### src/hw/rtl/crc8wf_pkg.sv
// Shared types, constants and the CRC-8 byte update for the word frame checker.
package crc8wf_pkg;

    localparam int MAX_VALUES = 16;
    localparam int VALUE_CAP  = (MAX_VALUES < 16) ? MAX_VALUES : 16;

    localparam logic [7:0] CRC_INIT = 8'hFF;
    localparam logic [7:0] CRC_POLY = 8'h31;

    localparam int VPF_W = 5;
    localparam int WPV_W = 2;
    localparam int CFG_DATA_W = 5;

    localparam logic [VPF_W-1:0] VPF_RESET = 5'd10;
    localparam logic [WPV_W-1:0] WPV_RESET = 2'd2;
    localparam logic [VPF_W-1:0] VPF_CAP   = VPF_W'(VALUE_CAP);

    localparam logic REG_VALUES_PER_FRAME = 1'b0;
    localparam logic REG_WORDS_PER_VALUE  = 1'b1;

    localparam int FIFO_DEPTH = 4;
    localparam int FIFO_AW    = $clog2(FIFO_DEPTH);

    typedef struct packed {
        logic [31:0] value;
        logic [3:0]  value_index;
        logic        crc_error;
        logic        last;
    } result_t;

    // MSB-first CRC-8 over one byte, no final XOR
    function automatic logic [7:0] crc8_byte(input logic [7:0] crc, input logic [7:0] data);
        logic [7:0] c;
        c = crc ^ data;
        for (int b = 0; b < 8; b++) begin
            if (c[7])
                c = {c[6:0], 1'b0} ^ CRC_POLY;
            else
                c = {c[6:0], 1'b0};
        end
        return c;
    endfunction

endpackage

### src/hw/rtl/crc8wf_front.sv
// Front end: per-byte CRC check, word assembly and result classification.
module crc8wf_front (
    input  logic                            clk,
    input  logic                            rst_n,
    input  logic                            accept,
    input  logic [7:0]                      rx_byte,
    input  logic                            frame_start,
    input  logic [crc8wf_pkg::VPF_W-1:0]    values_per_frame,
    input  logic [crc8wf_pkg::WPV_W-1:0]    words_per_value,
    output logic                            res_valid,
    output crc8wf_pkg::result_t             res
);
    import crc8wf_pkg::*;

    logic [7:0]  crc_reg, crc_next, crc_s;
    logic [1:0]  big_reg, big_next, big_s;
    logic        wiv_reg, wiv_next, wiv_s;
    logic [31:0] pv_reg, pv_next, pv_s;
    logic [3:0]  vc_reg, vc_next, vc_s;
    logic        disc_reg, disc_next, disc_s;
    logic [VPF_W-1:0] eff_values;
    logic        is_last;

    always_comb
    begin
        if (values_per_frame == '0)
            eff_values = VPF_W'(1);
        else if (values_per_frame > VPF_CAP)
            eff_values = VPF_CAP;
        else
            eff_values = values_per_frame;
    end

    // frame start clears the frame state before the byte is handled
    assign crc_s  = frame_start ? CRC_INIT : crc_reg;
    assign big_s  = frame_start ? 2'd0     : big_reg;
    assign wiv_s  = frame_start ? 1'b0     : wiv_reg;
    assign pv_s   = frame_start ? 32'd0    : pv_reg;
    assign vc_s   = frame_start ? 4'd0     : vc_reg;
    assign disc_s = frame_start ? 1'b0     : disc_reg;

    assign is_last = ({1'b0, vc_s} + VPF_W'(1)) >= eff_values;

    always_comb
    begin
        crc_next  = crc_reg;
        big_next  = big_reg;
        wiv_next  = wiv_reg;
        pv_next   = pv_reg;
        vc_next   = vc_reg;
        disc_next = disc_reg;
        res_valid = 1'b0;
        res       = '0;
        if (accept)
        begin
            crc_next  = crc_s;
            big_next  = big_s;
            wiv_next  = wiv_s;
            pv_next   = pv_s;
            vc_next   = vc_s;
            disc_next = disc_s;
            if (!disc_s)
            begin
                if (!big_s[1])
                begin
                    crc_next = crc8_byte(crc_s, rx_byte);
                    pv_next  = {pv_s[23:0], rx_byte};
                    big_next = big_s + 2'd1;
                end
                else
                begin
                    big_next = 2'd0;
                    crc_next = CRC_INIT;
                    if (rx_byte != crc_s)
                    begin
                        res_valid       = 1'b1;
                        res.value       = 32'd0;
                        res.value_index = vc_s;
                        res.crc_error   = 1'b1;
                        res.last        = 1'b1;
                        disc_next       = 1'b1;
                    end
                    else if (!wiv_s && words_per_value[1])
                    begin
                        wiv_next = 1'b1;
                    end
                    else
                    begin
                        res_valid       = 1'b1;
                        res.value       = pv_s;
                        res.value_index = vc_s;
                        res.crc_error   = 1'b0;
                        res.last        = is_last;
                        pv_next         = 32'd0;
                        wiv_next        = 1'b0;
                        if (is_last)
                        begin
                            vc_next   = 4'd0;
                            disc_next = 1'b1;
                        end
                        else
                        begin
                            vc_next = vc_s + 4'd1;
                        end
                    end
                end
            end
        end
    end

    always_ff @(posedge clk or negedge rst_n)
    begin
        if (!rst_n)
        begin
            crc_reg  <= CRC_INIT;
            big_reg  <= 2'd0;
            wiv_reg  <= 1'b0;
            pv_reg   <= 32'd0;
            vc_reg   <= 4'd0;
            disc_reg <= 1'b0;
        end
        else
        begin
            crc_reg  <= crc_next;
            big_reg  <= big_next;
            wiv_reg  <= wiv_next;
            pv_reg   <= pv_next;
            vc_reg   <= vc_next;
            disc_reg <= disc_next;
        end
    end

endmodule

### config.mk
export PLATFORM = sky130hd
export DESIGN_NAME = crc8wf_front
export DESIGN_NICKNAME = d
export VERILOG_FILES = /design/src/hw/rtl/crc8wf_pkg.sv /design/src/hw/rtl/crc8wf_front.sv
export SDC_FILE = /design/constraint.sdc
export NUM_CORES = 1
export LEC_CHECK = 0
export ABC_CLOCK_PERIOD_IN_PS = 2600
export BUFFER_PORTS_ARGS = -buffer_cell sky130_fd_sc_hd__buf_2
export CELL_PAD_IN_SITES_DETAIL_PLACEMENT = 2
export CELL_PAD_IN_SITES_GLOBAL_PLACEMENT = 2
export CORE_UTILIZATION = 30
export DETAILED_ROUTE_END_ITERATION = 10
export HOLD_SLACK_MARGIN = 0.08
export PLACE_DENSITY = 0.78
export SYNTH_ARGS = -nofsm -noshare
export SYNTH_HDL_FRONTEND = slang
export SYNTH_SLANG_ARGS = --single-unit
### constraint.sdc
create_clock -name clk -period 2.6 [get_ports clk]
set_input_delay 0.26 -clock clk [delete_from_list [all_inputs] [get_ports clk]]
set_output_delay 0.26 -clock clk [all_outputs]
set_load 0.02 [all_outputs]
==> results.cfg <==
[worst_setup_path]
cp-end-kind = output pin
required_ns = 2.34
startpoint_type = flop
crit_fanout = 9
arrival_ns = 2.34
path_class = reg2out

[routing]
totalWireLength_um = 8900
route.met2.wl_um = 4730
wl_met1_um = 3940
top_layer_used = met4
met3WireLength_um = 184
wl_per_cell_um = 19.0
viasPerCell = 5.15
num_vias = 2417
drt_iter0_drc = 69
first_pass_iters = 4
ant_nets = 0
drc = 0

[power]
pwr_density_cell_nw_per_um2 = 713
ir_worst_vdd_mv = 0.289
cellLeakagePower_nw = 1.75

[cells_and_area]
largest_reg_flops = 32
synthToLayoutAreaGrowth_pct = 32.2
regArea_um2 = 1210
nNetsFinal = 382
fillers = 971
antenna_cells = 0
drive_gt1_share_pct = 37.4
fin_area_um2 = 3740
multiInputGateArea_um2 = 1620
fin_cells = 469

[sta]
whs_ns = 0.0890
timing.final.crit_period_ns = 2.60
slew_headroom_pct = 36.4
rsz0062_at_grt = true
drv_slew = 0
skew_ns = 0.00630
hold_violations = 0
tightest_slew_ns = 0.954
finalSetupViolCount = 1
max_freq_mhz = 384
setup_slack_ns = -0.00364
post-route-period-util_pct = 100

[floorplanning]
num_rows = 35
die_h_um = 99.2
die_area_um2 = 9830
die_x_um = 99.2
ios = 58
initial_core_util_pct = 30.8
fp.coreArea_um2 = 9200

[global_routing]
gr-total-overflow = 0
grt_pass1_vias = 2582
antenna_found_initial = 0
grt_max_degree = 42
grt_pass1_wl_um = 13200
grtUsageTotal_pct = 16.8

[synthesis]
ys_async_sr_fraction_pct = 100
ys_seq_elements = 48
syn_area_per_cell_um2 = 10.0
yosys_warnings = 0
synth-edff-count = 0
syn_nets = 308
seq_area_frac_synth_pct = 42.8
netlist_area_um2 = 2830
synth_cell_types = 48
synth_cells = 283
synthFlopType = dfrtp_1

[cts]
clk_pin_slew_ns = 0.10
htreeDepth = 2
cts_tree = done
cts.path.max_buffers = 2
postCtsHoldBufs = 0
cts_buffers = 5
clk-insertion-delay-late_ns = 0.31
cts-root-buf = clkbuf_8
cts.sinks = 48

[job]
maxCapViolCount = 0

[placement]
placed_area_um2 = 3320
gp_congestion = 0.755
hpwlAfterDp_um = 5820
place_inst = 448
portBuffers = 56

[worst_hold_path]
hold_path.class = in2async

[outcome]
outcome = finished, violations left
violations = setup timing
critical path, cell delays in order, from the launching register on:
cell and delay [ns]:
dfstp_2 0.41, or3_4 0.33, a211oi_2 0.27, o22ai_2 0.14, nor4_4 0.27, buf_6 0.18, buf_12 0.13, and2_1 0.14
buf_2 0.17
synthesized netlist by cell type, drive strengths merged, types with 4 or more instances:
library cell   n  share of area (%)
nand3          4               0.71
nor4           6                2.1
xnor2         16                4.9
o21ai         10                1.8
nand2          8                1.1
o22ai          4                1.3
nor3           6                1.2
inv            9                1.2
nor2          27                3.7
a22o          33                 10
xor2          10                3.1
ha             6                2.7
clkbuf         7               0.93
and2          36                8.0
dfstp          8                7.4
a21oi         13                2.4
buf           10                2.3
dfrtp         40                 35
worst paths after layout:
path                                              from                     end  slack, ns  cells after the start
worst max-delay path            crc_reg[3]$_DFFE_PN1P_                 res[35]     -0.004                      8
worst min-delay path                             rst_n  pv_reg[31]$_DFFE_PN0P_       0.09                      1
worst max register to register   vc_reg[0]$_DFFE_PN0P_   vc_reg[3]$_DFFE_PN0P_       0.22                     13
worst min register to register  pv_reg[28]$_DFFE_PN0P_  pv_reg[28]$_DFFE_PN0P_       0.51                      1
max in group asynchronous                        rst_n  crc_reg[4]$_DFFE_PN1P_       1.73                      2
min in group clk                            rx_byte[2]   pv_reg[2]$_DFFE_PN0P_       0.26                      2
through the flow:
stage          power (mW)  setup WS [ns]  TNS (ns)  util [%]
3_3_place_gp         1.95          0.152         0      36.1
3_5_place_dp         2.01          0.119         0      36.1
4_1_cts              2.61       -0.00340  -0.00382      38.2
6_report             2.67       -0.00364  -0.00364      40.7
2_1_floorplan        1.76         0.0262         0         -
5_1_grt              2.83        -0.0761     -1.47      40.7
kinds of logic after synthesis:
logic type / after synthesis / share of synthesized area, %
fa+ha+maj: 6 / 2.65
simple gates: 97 / 19.2
flops: 48 / 42.8
mux: 1 / 0.353
buf+inv: 27 / 4.55
compound gates: 77 / 21.7
xor+xnor: 27 / 8.83
cell usage in the layout, fill, tap and decap left out, types with 2 or more instances in the layout:
cell type  count
buf_2         32
nor4_2         4
nor2_1        23
and2_1        33
a21oi_2        3
nor2_2         2
dfstp_2        8
buf_6          3
xor2_1         9
nand2b_1       2
ha_1           4
xnor2_1       16
nand3_1        3
buf_4         45
and2_4         3
o21ai_0        7
o21a_1         3
clkbuf_8       5
a21o_1         2
a21oi_1       10
o22ai_1        2
o21ai_1        3
inv_1          9
and3_1         2
o211a_1        2
nor4_4         2
dfrtp_1       39
a211oi_2       3
nor2_4         2
buf_12         2
nand2_1        7
nor3_1         5
a22o_1        33
or3_4          2
clkbuf_16      2
o31ai_4        2
area by class of cell:
class	count	area share (%)
Clock inverter	3	1.24
Sequential cell	48	32.4
Clock buffer	5	1.84
Inverter	10	1.00
Tap cell	111	3.71
Timing Repair Buffer	84	16.6
Multi-Input combinational cell	208	43.2
metal layers:
| metal | vias to the layer above | global-route usage [%] |
|---|---|---|
| li1 | 1140 | - |
| met1 | 1230 | 22.1 |
| met2 | 42 | 29.6 |
| met3 | 5 | 2.53 |
| met4 | 0 | 2.94 |
| met5 | - | 0 |
power by group:
part	switching, mW	internal [mW]	total, mW
Sequential	0.197	0.958	1.15
Clock	0.290	0.290	0.580
Combinational	0.487	0.448	0.935
Total	0.973	1.70	2.67
timing repair:
action / CTS / global route
resized for setup: 11 / 41
cloned: 0 / 2
pin swaps: 4 / 13
setup endpoints to repair: 37 / 38
setup buffers: 5 / 6
(Power assumes the default switching activity.)
